<file path="config.mk">
export PLATFORM = sky130hd
export DESIGN_NAME = ecg_r_peak_rate_detector
export DESIGN_NICKNAME = d
export VERILOG_FILES = /design/src/sv/ecgrpd_pkg.sv /design/src/sv/ecgrpd_dp.sv /design/src/sv/ecgrpd_ctrl.sv /design/src/sv/ecg_r_peak_rate_detector.sv
export VERILOG_INCLUDE_DIRS = /design/src /design/src/sv
export SDC_FILE = /design/constraint.sdc
export NUM_CORES = 1
export LEC_CHECK = 0
export BUFFER_PORTS_ARGS = -buffer_cell sky130_fd_sc_hd__buf_2
export CORE_ASPECT_RATIO = 1.75
export CORE_MARGIN = 3
export CORE_UTILIZATION = 50
export DETAILED_ROUTE_END_ITERATION = 10
export GPL_TIMING_DRIVEN = 0
export PLACE_DENSITY = 0.67
export SYNTH_ARGS = -nofsm -noshare
export SYNTH_HDL_FRONTEND = slang
export SYNTH_HIERARCHICAL = 1
export SYNTH_SLANG_ARGS = --single-unit
</file>
<file path="constraint.sdc">
create_clock -name clk -period 17.46 [get_ports clk]
set_clock_uncertainty 0.05 [all_clocks]
set_input_delay 0.873 -clock clk [delete_from_list [all_inputs] [get_ports clk]]
set_output_delay 0.873 -clock clk [all_outputs]
set_load 0.1 [all_outputs]
</file>
<file path="src/sv/ecg_r_peak_rate_detector_macros.svh">
// ----------------------------------------------------------------------------
// ECG R-peak rate detector assertion macros
// Shared concurrent assertion wrappers, compiled out with ASSERT_OFF
// ----------------------------------------------------------------------------
`ifndef ECG_R_PEAK_RATE_DETECTOR_MACROS_SVH
`define ECG_R_PEAK_RATE_DETECTOR_MACROS_SVH

`ifndef ASSERT_OFF

// antecedent implies consequent in the same cycle
`define ECGRPD_ASSERT_IMP(lbl, clk, rstn, ant, con) \
	lbl: assert property (@(posedge clk) disable iff (!(rstn)) (ant) |-> (con)) \
		else $error("assertion failed");

// antecedent implies consequent in the next cycle
`define ECGRPD_ASSERT_NXT(lbl, clk, rstn, ant, con) \
	lbl: assert property (@(posedge clk) disable iff (!(rstn)) (ant) |=> (con)) \
		else $error("assertion failed");

`else

`define ECGRPD_ASSERT_IMP(lbl, clk, rstn, ant, con)
`define ECGRPD_ASSERT_NXT(lbl, clk, rstn, ant, con)

`endif

`endif

</file>
<file path="src/sv/ecgrpd_pkg.sv">
// ----------------------------------------------------------------------------
// ECG R-peak rate detector package
// Widths, register indexes, reset values and controller/datapath interface
// ----------------------------------------------------------------------------
package ecgrpd_pkg;

	// sample and slope width
	localparam int SAMPLE_BITS = 12;
	// distance in samples for the slope difference
	localparam int SLOPE_LAG   = 4;

	localparam int RATE_BITS   = 16;
	localparam int IVAL_BITS   = 16;
	localparam int REFR_BITS   = 8;
	localparam int LIM_BITS    = 15;
	localparam int STEP_BITS   = 8;
	localparam int CFG_BITS    = 16;
	localparam int CFG_ADDR_W  = 3;

	// stream word widths, padded to whole bytes
	localparam int IN_TDATA_W  = ((SAMPLE_BITS + 7) / 8) * 8;
	localparam int OUT_TDATA_W = ((RATE_BITS + SAMPLE_BITS + 7) / 8) * 8;

	// divide by three as multiply by reciprocal, exact for SAMPLE_BITS inputs
	localparam int RECIP3_SHIFT = SAMPLE_BITS + 1;
	localparam logic [SAMPLE_BITS-1:0] RECIP3 =
		SAMPLE_BITS'(((1 << RECIP3_SHIFT) + 2) / 3);

	// rate divider, one quotient bit per cycle
	localparam int DIV_STEPS = RATE_BITS;
	localparam int DIV_CNT_W = $clog2(DIV_STEPS);

	// register indexes
	localparam logic [CFG_ADDR_W-1:0] REG_REFR_LIMIT = 3'd0;
	localparam logic [CFG_ADDR_W-1:0] REG_TIMEOUT    = 3'd1;
	localparam logic [CFG_ADDR_W-1:0] REG_IVAL_MIN   = 3'd2;
	localparam logic [CFG_ADDR_W-1:0] REG_IVAL_MAX   = 3'd3;
	localparam logic [CFG_ADDR_W-1:0] REG_RATE_NUM   = 3'd4;
	localparam logic [CFG_ADDR_W-1:0] REG_TICK_STEP  = 3'd5;

	// register reset values
	localparam logic [REFR_BITS-1:0] RST_REFR_LIMIT = 8'd60;
	localparam logic [LIM_BITS-1:0]  RST_TIMEOUT    = 15'd1000;
	localparam logic [LIM_BITS-1:0]  RST_IVAL_MIN   = 15'd65;
	localparam logic [LIM_BITS-1:0]  RST_IVAL_MAX   = 15'd500;
	localparam logic [RATE_BITS-1:0] RST_RATE_NUM   = 16'd15000;
	localparam logic [STEP_BITS-1:0] RST_TICK_STEP  = 8'd4;

	// controller to datapath commands
	typedef struct packed {
		logic capture;
		logic calc;
		logic div_step;
		logic load_out;
	} dp_cmd_t;

	// datapath to controller status
	typedef struct packed {
		logic need_div;
	} dp_stat_t;

endpackage

</file>
<file path="src/sv/ecgrpd_dp.sv">
// ----------------------------------------------------------------------------
// ECG R-peak rate detector datapath
// Slope, threshold, refractory and interval state, rate divider, output word
// ----------------------------------------------------------------------------
module ecgrpd_dp (
	input  logic                                 clk,
	input  logic                                 arst_n,
	input  logic                                 cfg_we,
	input  logic [ecgrpd_pkg::CFG_ADDR_W-1:0]    cfg_addr,
	input  logic [ecgrpd_pkg::CFG_BITS-1:0]      cfg_data,
	input  logic [ecgrpd_pkg::SAMPLE_BITS-1:0]   sample,
	input  ecgrpd_pkg::dp_cmd_t                  cmd,
	output ecgrpd_pkg::dp_stat_t                 stat,
	output logic                                 out_beat,
	output logic [ecgrpd_pkg::RATE_BITS-1:0]     out_rate,
	output logic [ecgrpd_pkg::SAMPLE_BITS-1:0]   out_slope
);

	localparam int SB = ecgrpd_pkg::SAMPLE_BITS;
	localparam int IB = ecgrpd_pkg::IVAL_BITS;
	localparam int RB = ecgrpd_pkg::RATE_BITS;
	localparam int FB = ecgrpd_pkg::REFR_BITS;
	localparam int LB = ecgrpd_pkg::LIM_BITS;
	localparam int TB = ecgrpd_pkg::STEP_BITS;

	// configuration registers
	logic [FB-1:0] refr_limit_q;
	logic [LB-1:0] timeout_q;
	logic [LB-1:0] ival_min_q;
	logic [LB-1:0] ival_max_q;
	logic [RB-1:0] rate_num_q;
	logic [TB-1:0] tick_step_q;

	// detector state
	logic [SB-1:0] win_q [ecgrpd_pkg::SLOPE_LAG];
	logic [SB-1:0] sample_q;
	logic [SB-1:0] max_q;
	logic [SB-1:0] max_prev_q;
	logic [SB-1:0] thr_q;
	logic          armed_q;
	logic [FB-1:0] refr_q;
	logic [IB-1:0] ival_q;
	logic [IB-1:0] last_ival_q;
	logic [RB-1:0] rate_hold_q;

	// per-item results
	logic          res_beat_q;
	logic [SB-1:0] res_slope_q;
	logic          div_used_q;

	// divider
	logic [RB-1:0] rem_q;
	logic [RB-1:0] quo_q;
	logic [RB-1:0] dvs_q;

	// output word
	logic          out_beat_q;
	logic [RB-1:0] out_rate_q;
	logic [SB-1:0] out_slope_q;

	// next-state signals
	logic [SB-1:0]     oldest;
	logic [SB-1:0]     slope;
	logic [SB-1:0]     max1;
	logic              beat;
	logic              armed1;
	logic [IB-1:0]     ival1;
	logic [IB-1:0]     last_ival1;
	logic [FB:0]       refr_next;
	logic              rearm;
	logic [SB:0]       mean_sum;
	logic [SB-1:0]     mean;
	logic [2*SB-1:0]   third_prod;
	logic [SB-1:0]     third;
	logic [SB-1:0]     max2;
	logic [SB-1:0]     prev2;
	logic [SB-1:0]     thr2;
	logic              armed2;
	logic [FB-1:0]     refr2;
	logic              tmo;
	logic [SB-1:0]     max3;
	logic [SB-1:0]     thr3;
	logic              armed3;
	logic [IB-1:0]     ival2;
	logic [IB:0]       ival_sum;
	logic [IB-1:0]     ival3;
	logic              need_div;
	logic [RB:0]       trial;
	logic [RB:0]       diff;

	// per-sample update
	always_comb begin
		oldest = win_q[ecgrpd_pkg::SLOPE_LAG-1];
		slope  = (oldest > sample_q) ? (oldest - sample_q) : (sample_q - oldest);
		max1   = (slope > max_q) ? slope : max_q;

		// beat detection while waiting
		beat       = !armed_q && (slope > thr_q);
		armed1     = armed_q || beat;
		last_ival1 = beat ? ival_q : last_ival_q;
		ival1      = beat ? '0 : ival_q;

		// refractory count and rearm
		refr_next  = {1'b0, refr_q} + (FB+1)'(armed1);
		rearm      = refr_next > {1'b0, refr_limit_q};
		mean_sum   = {1'b0, max1} + {1'b0, max_prev_q};
		mean       = mean_sum[SB:1];
		third_prod = mean * ecgrpd_pkg::RECIP3;
		third      = SB'(third_prod >> ecgrpd_pkg::RECIP3_SHIFT);
		if (rearm) begin
			max2   = '0;
			prev2  = max1;
			thr2   = mean - third;
			armed2 = 1'b0;
			refr2  = '0;
		end else begin
			max2   = max1;
			prev2  = max_prev_q;
			thr2   = thr_q;
			armed2 = armed1;
			refr2  = refr_next[FB-1:0];
		end

		// timeout
		tmo = ival1 > {1'b0, timeout_q};
		if (tmo) begin
			max3   = '0;
			thr3   = '0;
			armed3 = 1'b1;
			ival2  = '0;
		end else begin
			max3   = max2;
			thr3   = thr2;
			armed3 = armed2;
			ival2  = ival1;
		end

		// rate update window
		need_div = (last_ival1 > {1'b0, ival_min_q}) && (last_ival1 < {1'b0, ival_max_q});

		// saturating interval advance
		ival_sum = {1'b0, ival2} + (IB+1)'(tick_step_q);
		ival3    = ival_sum[IB] ? {IB{1'b1}} : ival_sum[IB-1:0];

		// restoring divide step
		trial = {rem_q, quo_q[RB-1]};
		diff  = trial - {1'b0, dvs_q};
	end

	assign stat.need_div = need_div;

	// configuration writes
	always_ff @(posedge clk or negedge arst_n) begin
		if (!arst_n) begin
			refr_limit_q <= ecgrpd_pkg::RST_REFR_LIMIT;
			timeout_q    <= ecgrpd_pkg::RST_TIMEOUT;
			ival_min_q   <= ecgrpd_pkg::RST_IVAL_MIN;
			ival_max_q   <= ecgrpd_pkg::RST_IVAL_MAX;
			rate_num_q   <= ecgrpd_pkg::RST_RATE_NUM;
			tick_step_q  <= ecgrpd_pkg::RST_TICK_STEP;
		end else if (cfg_we) begin
			unique case (cfg_addr)
				ecgrpd_pkg::REG_REFR_LIMIT: refr_limit_q <= cfg_data[FB-1:0];
				ecgrpd_pkg::REG_TIMEOUT:    timeout_q    <= cfg_data[LB-1:0];
				ecgrpd_pkg::REG_IVAL_MIN:   ival_min_q   <= cfg_data[LB-1:0];
				ecgrpd_pkg::REG_IVAL_MAX:   ival_max_q   <= cfg_data[LB-1:0];
				ecgrpd_pkg::REG_RATE_NUM:   rate_num_q   <= cfg_data[RB-1:0];
				ecgrpd_pkg::REG_TICK_STEP:  tick_step_q  <= cfg_data[TB-1:0];
				default: ;
			endcase
		end
	end

	// detector state registers
	always_ff @(posedge clk or negedge arst_n) begin
		if (!arst_n) begin
			for (int i = 0; i < ecgrpd_pkg::SLOPE_LAG; i++) begin
				win_q[i] <= '0;
			end
			max_q       <= '0;
			max_prev_q  <= '0;
			thr_q       <= '0;
			armed_q     <= 1'b0;
			refr_q      <= '0;
			ival_q      <= '0;
			last_ival_q <= '0;
			rate_hold_q <= '0;
		end else begin
			if (cmd.calc) begin
				win_q[0] <= sample_q;
				for (int i = 1; i < ecgrpd_pkg::SLOPE_LAG; i++) begin
					win_q[i] <= win_q[i-1];
				end
				max_q       <= max3;
				max_prev_q  <= prev2;
				thr_q       <= thr3;
				armed_q     <= armed3;
				refr_q      <= refr2;
				ival_q      <= ival3;
				last_ival_q <= last_ival1;
			end
			if (cmd.load_out && div_used_q) begin
				rate_hold_q <= quo_q;
			end
		end
	end

	// sample capture, per-item results and divider
	always_ff @(posedge clk) begin
		if (cmd.capture) begin
			sample_q <= sample;
		end
		if (cmd.calc) begin
			res_beat_q  <= beat;
			res_slope_q <= slope;
			div_used_q  <= need_div;
			rem_q       <= '0;
			quo_q       <= rate_num_q;
			dvs_q       <= last_ival1;
		end else if (cmd.div_step) begin
			if (!diff[RB]) begin
				rem_q <= diff[RB-1:0];
				quo_q <= {quo_q[RB-2:0], 1'b1};
			end else begin
				rem_q <= trial[RB-1:0];
				quo_q <= {quo_q[RB-2:0], 1'b0};
			end
		end
		if (cmd.load_out) begin
			out_beat_q  <= res_beat_q;
			out_rate_q  <= div_used_q ? quo_q : rate_hold_q;
			out_slope_q <= res_slope_q;
		end
	end

	assign out_beat  = out_beat_q;
	assign out_rate  = out_rate_q;
	assign out_slope = out_slope_q;

endmodule

</file>
<file path="src/sv/ecgrpd_ctrl.sv">
// ----------------------------------------------------------------------------
// ECG R-peak rate detector controller
// Sequences capture, update, rate division and output word handoff
// ----------------------------------------------------------------------------
`include "ecg_r_peak_rate_detector_macros.svh"

module ecgrpd_ctrl (
	input  logic                  clk,
	input  logic                  arst_n,
	input  logic                  in_valid,
	output logic                  in_ready,
	output logic                  out_valid,
	input  logic                  out_ready,
	input  ecgrpd_pkg::dp_stat_t  stat,
	output ecgrpd_pkg::dp_cmd_t   cmd
);

	typedef enum logic [3:0] {
		S_IDLE = 4'b0001,
		S_CALC = 4'b0010,
		S_DIV  = 4'b0100,
		S_DONE = 4'b1000
	} state_t;

	state_t                            state_q;
	state_t                            state_d;
	logic [ecgrpd_pkg::DIV_CNT_W-1:0]  cnt_q;
	logic                              out_valid_q;
	logic                              div_last;
	logic                              out_free;

	assign div_last = cnt_q == ecgrpd_pkg::DIV_CNT_W'(ecgrpd_pkg::DIV_STEPS - 1);
	assign out_free = !out_valid_q || out_ready;

	// next state and commands
	always_comb begin
		state_d      = state_q;
		cmd.capture  = 1'b0;
		cmd.calc     = 1'b0;
		cmd.div_step = 1'b0;
		cmd.load_out = 1'b0;
		unique case (state_q)
			S_IDLE: begin
				if (in_valid) begin
					cmd.capture = 1'b1;
					state_d     = S_CALC;
				end
			end
			S_CALC: begin
				cmd.calc = 1'b1;
				state_d  = stat.need_div ? S_DIV : S_DONE;
			end
			S_DIV: begin
				cmd.div_step = 1'b1;
				if (div_last) begin
					state_d = S_DONE;
				end
			end
			S_DONE: begin
				if (out_free) begin
					cmd.load_out = 1'b1;
					state_d      = S_IDLE;
				end
			end
			default: state_d = S_IDLE;
		endcase
	end

	assign in_ready  = state_q == S_IDLE;
	assign out_valid = out_valid_q;

	// state, divide counter and output word valid
	always_ff @(posedge clk or negedge arst_n) begin
		if (!arst_n) begin
			state_q     <= S_IDLE;
			cnt_q       <= '0;
			out_valid_q <= 1'b0;
		end else begin
			state_q <= state_d;
			if (state_q == S_DIV) begin
				cnt_q <= cnt_q + 1'b1;
			end else begin
				cnt_q <= '0;
			end
			if (cmd.load_out) begin
				out_valid_q <= 1'b1;
			end else if (out_ready) begin
				out_valid_q <= 1'b0;
			end
		end
	end

	// assertions
	`ECGRPD_ASSERT_NXT(a_accept_to_calc, clk, arst_n, in_valid && in_ready, state_q == S_CALC)
	`ECGRPD_ASSERT_NXT(a_div_ends, clk, arst_n, state_q == S_DIV && div_last, state_q == S_DONE)
	`ECGRPD_ASSERT_NXT(a_load_shows, clk, arst_n, cmd.load_out, out_valid_q)
	`ECGRPD_ASSERT_IMP(a_load_free, clk, arst_n, cmd.load_out, !out_valid_q || out_ready)

endmodule

</file>
<file path="src/sv/ecg_r_peak_rate_detector.sv">
// ----------------------------------------------------------------------------
// ECG R-peak rate detector
// Derivative and threshold QRS detector with heart-rate estimate per sample
// ----------------------------------------------------------------------------
// Each accepted sample yields one output word with the beat flag, the held
// heart rate and the four-sample slope. After the accepting edge the sample
// passes the calc state and then the done state when no rate update is due;
// when the latched interval is in range the 16-step restoring divider runs
// between them and forms rate_numerator / interval one quotient bit per cycle.
// The done state registers the output word once the output register is free.
// Samples are taken only in the idle state, so a new sample is taken once the
// previous one has been handed to the output register; the output word may
// still be waiting for the sink at that point.
module ecg_r_peak_rate_detector (
	input  logic                                  clk,
	input  logic                                  arst_n,
	// configuration writes
	input  logic                                  cfg_we,
	input  logic [ecgrpd_pkg::CFG_ADDR_W-1:0]     cfg_addr,
	input  logic [ecgrpd_pkg::CFG_BITS-1:0]       cfg_data,
	// sample stream
	input  logic                                  s_axis_tvalid,
	output logic                                  s_axis_tready,
	input  logic [ecgrpd_pkg::IN_TDATA_W-1:0]     s_axis_tdata,  // sample
	// result stream
	output logic                                  m_axis_tvalid,
	input  logic                                  m_axis_tready,
	output logic [ecgrpd_pkg::OUT_TDATA_W-1:0]    m_axis_tdata,  // heart_rate, slope
	output logic                                  m_axis_tuser   // beat
);

	localparam int SB = ecgrpd_pkg::SAMPLE_BITS;
	localparam int RB = ecgrpd_pkg::RATE_BITS;

	ecgrpd_pkg::dp_cmd_t   cmd;
	ecgrpd_pkg::dp_stat_t  stat;
	logic                  out_beat;
	logic [RB-1:0]         out_rate;
	logic [SB-1:0]         out_slope;

	// sequencing
	ecgrpd_ctrl u_ctrl (
		.clk       (clk),
		.arst_n    (arst_n),
		.in_valid  (s_axis_tvalid),
		.in_ready  (s_axis_tready),
		.out_valid (m_axis_tvalid),
		.out_ready (m_axis_tready),
		.stat      (stat),
		.cmd       (cmd)
	);

	// detector datapath
	ecgrpd_dp u_dp (
		.clk       (clk),
		.arst_n    (arst_n),
		.cfg_we    (cfg_we),
		.cfg_addr  (cfg_addr),
		.cfg_data  (cfg_data),
		.sample    (s_axis_tdata[SB-1:0]),
		.cmd       (cmd),
		.stat      (stat),
		.out_beat  (out_beat),
		.out_rate  (out_rate),
		.out_slope (out_slope)
	);

	// output word packing
	assign m_axis_tdata = ecgrpd_pkg::OUT_TDATA_W'({out_slope, out_rate});
	assign m_axis_tuser = out_beat;

endmodule

</file>
; ---- Word-level counts from Yosys, hierarchy flattened
; Cells that the tools add are included.
[totals]
register_bits = 330
output_inout_bits = 35
in_bits = 40
wordCells = 112
[op_classes]
n_mul = 1
reduce_logical = 20
eq_ne = 13
n_mux = 32
add_sub_neg = 8
order_cmp = 7
[ops]
columns = operator, count
row1 = $mux W16, 8
row2 = $mux W12, 6
row3 = $gt A12 B12 Y1, 3
row4 = $gt A16 B15 Y1, 2
row5 = $mul A12 B12 Y24 const B, 1
row6 = $sub A12 B12 Y12, 2
row7 = $mux W4, 5
row8 = $add A16 B8 Y17, 1
row9 = $sub A17 B16 Y17, 1
row10 = $lt A16 B15 Y1, 1
row11 = $pmux W4 S4, 1
row12 = $reduce_and A2 Y1, 8
row13 = $add A12 B12 Y13, 1
row14 = $sub A12 B11 Y12, 1
row15 = $mux W1, 11
row16 = $add A8 B1 Y9, 1
row17 = $gt A9 B8 Y1, 1
row18 = $eq A4 B4 Y1 const B, 2
row19 = $mux W8, 1
row20 = $eq A3 B2 Y1 const B, 2
row21 = $eq A3 B3 Y1 const B, 2
row22 = $reduce_bool A2 Y1, 3
row23 = $add A4 B1 Y4 const B, 1
row24 = $eq A4 B1 Y1 const B, 1
row25 = other kinds (10), 15

; ---- Logic depth before layout (Yosys ltp)
[logic_depth]
depth_word = 9
ltp_mapped = 61
mapped_depth_nobuf = 59

; ---- Cells and area by module
; Netlist, hierarchy kept.
[by_module_without_submodules]
columns = mod, seq_area_each_um2, area_each_um2, n_inst, cells_each
row1 = ecgrpd_dp, 8420.6, 19969.2, 1, 1901
row2 = ecgrpd_ctrl, 226.5, 432.9, 1, 37
row3 = ecg_r_peak_rate_detector, 0.0, 33.8, 1, 5

; ---- Least setup slack after synthesis
; OpenSTA, ideal clock, no wires.
[synth_timing]
path_type = reg2reg
startpoint = register u_dp.win_q, in the netlist u_dp/oldest[0]
endpoint = register u_dp.thr_q[11]
period_less_slack_ns = 12.272
path_stages_with_launch = 58
slack_ns = 5.188
setup_time_ns = 0.126
n_path_buf = 1
t_required_ns = 17.284
arrival_ns = 12.095
cell_sequence = dfrtp_1 -> inv_1 -> ha_1 -> inv_1 -> fa_1 -> a21o_1 -> a221o_1 -> nand4_1 -> a211oi_2 -> and2_1 -> buf_2 -> o211ai_1 -> and2_1 -> o221ai_1 -> xnor2_1 -> ha_1 -> a21oi_1 -> o21ai_0 -> (+22 left out) -> inv_1 -> ha_1 -> a2111oi_2 -> o21ai_1 -> o21a_1 -> a311o_1 -> o31a_1 -> a41o_1 -> or4_1 -> nand2_1 -> xor2_1 -> ha_1 -> nand3_1 -> nand2_1 -> a41o_1 -> o41ai_1 -> xnor2_1 -> o21ai_0
[synth_between]
elab_chain_cells = 9
elab_cells_between_ends = 20
cone_classes = add/sub: 5 / mul: 1 / order compare: 5 / mux: 5 / reduce/logical: 4
[synth_rtl]
columns = element, line
row1 = start: declaration, ecgrpd_dp.sv:35  ; logic [SB-1:0] win_q [ecgrpd_pkg::SLOPE_LAG];
row2 = start signal: indexed assignment, ecgrpd_dp.sv:192  ; win_q[i] <= win_q[i-1];
row3 = $sub A12 B12 Y12 or $gt A12 B12 Y1 (tied branches), ecgrpd_dp.sv:94  ; slope = (oldest > sample_q) ? (oldest - sample_q) : (sample_q - oldest);
row4 = $mux W12 *, ecgrpd_dp.sv:94
row5 = named net u_dp.slope[5], ecgrpd_dp.sv:63  ; logic [SB-1:0] slope;
row6 = "$gt A12 B12 Y1, on equally long branches", "ecgrpd_dp.sv:95, ecgrpd_dp.sv:98"
row7 = $mux W12 or $logic_and A1 B1 Y1 (tied branches), "ecgrpd_dp.sv:95, ecgrpd_dp.sv:98"
row8 = $add A12 B12 Y13 or $logic_or A1 B1 Y1 (tied branches), "ecgrpd_dp.sv:106, ecgrpd_dp.sv:99"
row9 = $mul A12 B12 Y24 or $add A8 B1 Y9 (tied branches), "ecgrpd_dp.sv:108, ecgrpd_dp.sv:104"
row10 = $sub A12 B11 Y12 or $gt A9 B8 Y1 (tied branches), "ecgrpd_dp.sv:113, ecgrpd_dp.sv:105"
row11 = $mux W12 or $reduce_bool A2 Y1 (tied branches), -
row12 = $mux W12 or $reduce_and A2 Y1 (tied branches), -
row13 = end signal: assignment, ecgrpd_dp.sv:196  ; thr_q <= thr3;
row14 = end: declaration, ecgrpd_dp.sv:39  ; logic [SB-1:0] thr_q;
; Mark *: on every way through the listed nets, which the timed path passes. The rest lies on a longest branch. The select of a mux whose other input is x is not followed.
; A chain may end at the register's enable or synchronous reset.

; ---- Final worst setup path
[layout_timing]
startpoint = register u_dp.win_q, in the netlist u_dp/oldest[0]
endpoint = register u_dp.thr_q[11]
[layout_between]
elab_chain_cells = 9
elab_cells_between_ends = 20
cone_classes = add/sub: 5 / mul: 1 / order compare: 5 / mux: 5 / reduce/logical: 4
[layout_rtl]
columns = element, line
row1 = $sub A12 B12 Y12 or $gt A12 B12 Y1 (tied branches), ecgrpd_dp.sv:94
row2 = $mux W12 *, ecgrpd_dp.sv:94
row3 = named net u_dp.slope[5], ecgrpd_dp.sv:63
row4 = $gt A12 B12 Y1 *, ecgrpd_dp.sv:95  ; max1 = (slope > max_q) ? slope : max_q;
row5 = $mux W12 *, ecgrpd_dp.sv:95
row6 = named net u_dp.max1[2], ecgrpd_dp.sv:64  ; logic [SB-1:0] max1;
row7 = $add A12 B12 Y13 *, ecgrpd_dp.sv:106  ; mean_sum = {1'b0, max1} + {1'b0, max_prev_q};
row8 = $mul A12 B12 Y24, ecgrpd_dp.sv:108  ; third_prod = mean * ecgrpd_pkg::RECIP3;
row9 = $sub A12 B11 Y12 *, ecgrpd_dp.sv:113  ; thr2 = mean - third;
row10 = $mux W12 *, ecgrpd_dp.sv:110  ; if (rearm) begin
row11 = $mux W12 *, ecgrpd_dp.sv:126  ; if (tmo) begin
; Marked as above.

==> flow_summary.json <==
{
  "final-setup-viol-count": 0,
  "fin_nets": 2364,
  "fin_crit_ns": 14.59,
  "crit_path_start": "u_dp/oldest[0]",
  "r2r_slack_ns": 2.87,
  "synth-seq-cells": 330,
  "cts_hold_buf": 0,
  "setup_tns_ns": 0,
  "cts_max_path_buffers": 3,
  "synth_ff_type": "dfrtp_1",
  "fmax_mhz": 68.5,
  "yosys_warnings": 6,
  "core_um2": 40200,
  "synth_top_area_share_pct": 24.5,
  "synth.area.top_cells": "dfrtp_1 24%, ha_1 14%, edfxtp_1 13%",
  "n_antenna_cell": 0,
  "numClockSinks": 330,
  "maxSlewViolCount": 0,
  "fp.dieH_um": 273,
  "place_area_um2": 21600,
  "fin_ws_ns": 2.87,
  "placementRows": 97,
  "final_cell_area_um2": 22600,
  "cts_tree": "built",
  "cts-buffers-inserted": 30,
  "place_congestion": 0.917,
  "htreeDepth": 1,
  "dr_total_vias": 14400,
  "syn_area_per_cell_um2": 10.5,
  "grt_overflow": 0,
  "clkSlewWorstSetupHoldPaths_ns": 0.07,
  "crit_slowest_cell": "xnor2_1",
  "fin_crit_sh_pct": 83.6,
  "grt_setup_unrepaired": "no",
  "start_util_pct": 50.9,
  "crit_fanout": 10,
  "tightest_slew_ns": 1.06,
  "path_common_cell": "inv_1",
  "arrival_ns": 15.00,
  "grt_pass1_wl_um": 79800,
  "yosysTopAreaCell": "dfrtp_1",
  "r2r_cells": 57,
  "finalHoldViolations": 0,
  "cts_setup_buffers": 0,
  "grt_max_degree": 101,
  "synth_cell_types": 82,
  "drtIter0Drc": 743,
  "crit_family": "compound AO/OA/AOI/OAI gates",
  "drc": 0,
  "antenna_left": 0,
  "cp_data_required_time_ns": 17.86,
  "io_buffer_count": 65,
  "grt_pass1_vias": 15200,
  "hp-class": "in -> async",
  "critPathKind": "reg -> reg",
  "drive_gt1_share_pct": 15.0,
  "r2r-start": "u_dp/oldest[0]",
  "syn-cell-area_um2": 20400,
  "die_area_um2": 43400,
  "drv_cap": 0,
  "path_buf_inv": 10,
  "root_buffer": "clkbuf_16",
  "grt_use_total_pct": 23.1,
  "fp.dieW_um": 159,
  "clk_latency_ns": 0.58,
  "synthArstFlopShare_pct": 68.8,
  "endpoint_kind": "flip-flop",
  "yosysSeqAreaShare_pct": 42.3,
  "cp.depth": 57,
  "pre_cts_slack_ns": 2.87,
  "vias_per_cell": 5.50,
  "rr_endpoint": "u_dp/thr_q[11]",
  "grt_antenna_before_repair": 0,
  "cts_resized": 0,
  "first_pass_iters": 5,
  "avgRoutedWirePerCell_um": 19.1,
  "syn_to_final_growth_pct": 10.4,
  "synthCells": 1943,
  "yosysMostFrequentCell": "inv_1",
  "startpoint_type": "flip-flop",
  "dpl.hpwl_um": 39000,
  "wl_um": 50000,
  "holdWs_ns": 0.112,
  "yosys-top-cells-count": "239 x inv_1, 229 x ha_1, 200 x dfrtp_1, 165 x nand2_1, 138 x mux2_2",
  "cpPeakStageDelay_ns": 0.82,
  "max_slew_margin_pct": 28.9,
  "io_pins": 75,
  "status": "completed",
  "endpoint": "u_dp/thr_q[11]",
  "synth-edff-count": 87
}
[metrics by stage]
| step | util [%] | cells |
|---|---|---|
| 2_1_floorplan | - | 1946 |
| 6_report | 56.1 | 2617 |
| 3_3_place_gp | 53.4 | 2555 |
| 3_5_place_dp | 53.8 | 2561 |
| 4_1_cts | 56.1 | 2617 |
| 5_1_grt | 56.1 | 2617 |
[area by class of cell]
cell class	instances	area (µm²)
inverter	242	908
timing repair buffer	71	444
sequential	330	8650
tap	544	681
fill	3519	17600
buffer	59	243
multi-input combinational	1315	10700
clock inverter	10	93.8
clock buffer	46	861
[worst min-delay path by stage]
| stage | start | endpoint | slack [ns] | cells after the start |
|---|---|---|---|---|
| 2_1_floorplan | u_dp/res_beat_q | u_dp/out_beat | 0.35 | 0 |
| 3_3_place_gp | u_dp/res_slope_q[3] | u_dp/out_slope[3] | 0.35 | 0 |
| 3_5_place_dp | u_dp/res_beat_q | u_dp/out_beat | 0.36 | 0 |
| 4_1_cts | arst_n | u_ctrl/cnt_q[3] | 0.10 | 1 |
| 5_1_grt | arst_n | u_ctrl/cnt_q[3] | 0.12 | 1 |
| 6_report | arst_n | u_ctrl/cnt_q[3] | 0.11 | 1 |
[routing by layer]
layer / wire [µm] / part of all wire [%] / up-vias / global-route usage, %
met3: 1420 / 2.8 / 138 / 1.98
met5: 0 / 0 / - / 0
li1: - / - / 6943 / -
met4: 3220 / 6.4 / 0 / 13.3
met1: 18300 / 37 / 7010 / 24.3
met2: 27000 / 54 / 298 / 44.6
[cell usage in the layout (no fill, tap or decap), types with 37 or more instances in the layout]
master / Yosys / routed
ha_1: 229 / 229
inv_1: 239 / 239
dfrtp_1: 200 / 200
mux2_2: 138 / 138
edfxtp_1: 87 / 87
o21ai_0: 99 / 99
xnor2_1: 45 / 45
a21o_1: 37 / 37
clkbuf_1: 45 / 56
a21oi_1: 72 / 72
fa_1: 46 / 46
nand2_1: 165 / 165
nor2_1: 104 / 104
buf_2: 5 / 69
[flip-flops by register name (all words and copies together) (netlist names), 15 cells and up]
signal and flops:
u_dp/out_rate 16, u_dp/win_q 36, u_dp/quo_q 16, u_dp/ival_q 16, u_dp/dvs_q 16, u_dp/rem_q 16
u_dp/rate_num_q 16, u_dp/rate_hold_q 16, u_dp/ival_max_q 15, u_dp/last_ival_q 16, u_dp/timeout_q 15, u_dp/ival_min_q 15
[cells by family after synthesis]
logic type	after synthesis	share of synthesized area [%]
other cells	1	0.0184
mux	165	8.93
buf+inv	301	5.63
xor+xnor	62	2.66
fa+ha+maj	275	18.5
compound gates	353	11.2
simple gates	456	10.7
flops	330	42.3
Power is not shown: default switching activity piles up to over one toggle a cycle in this logic, so the estimate is an artifact.
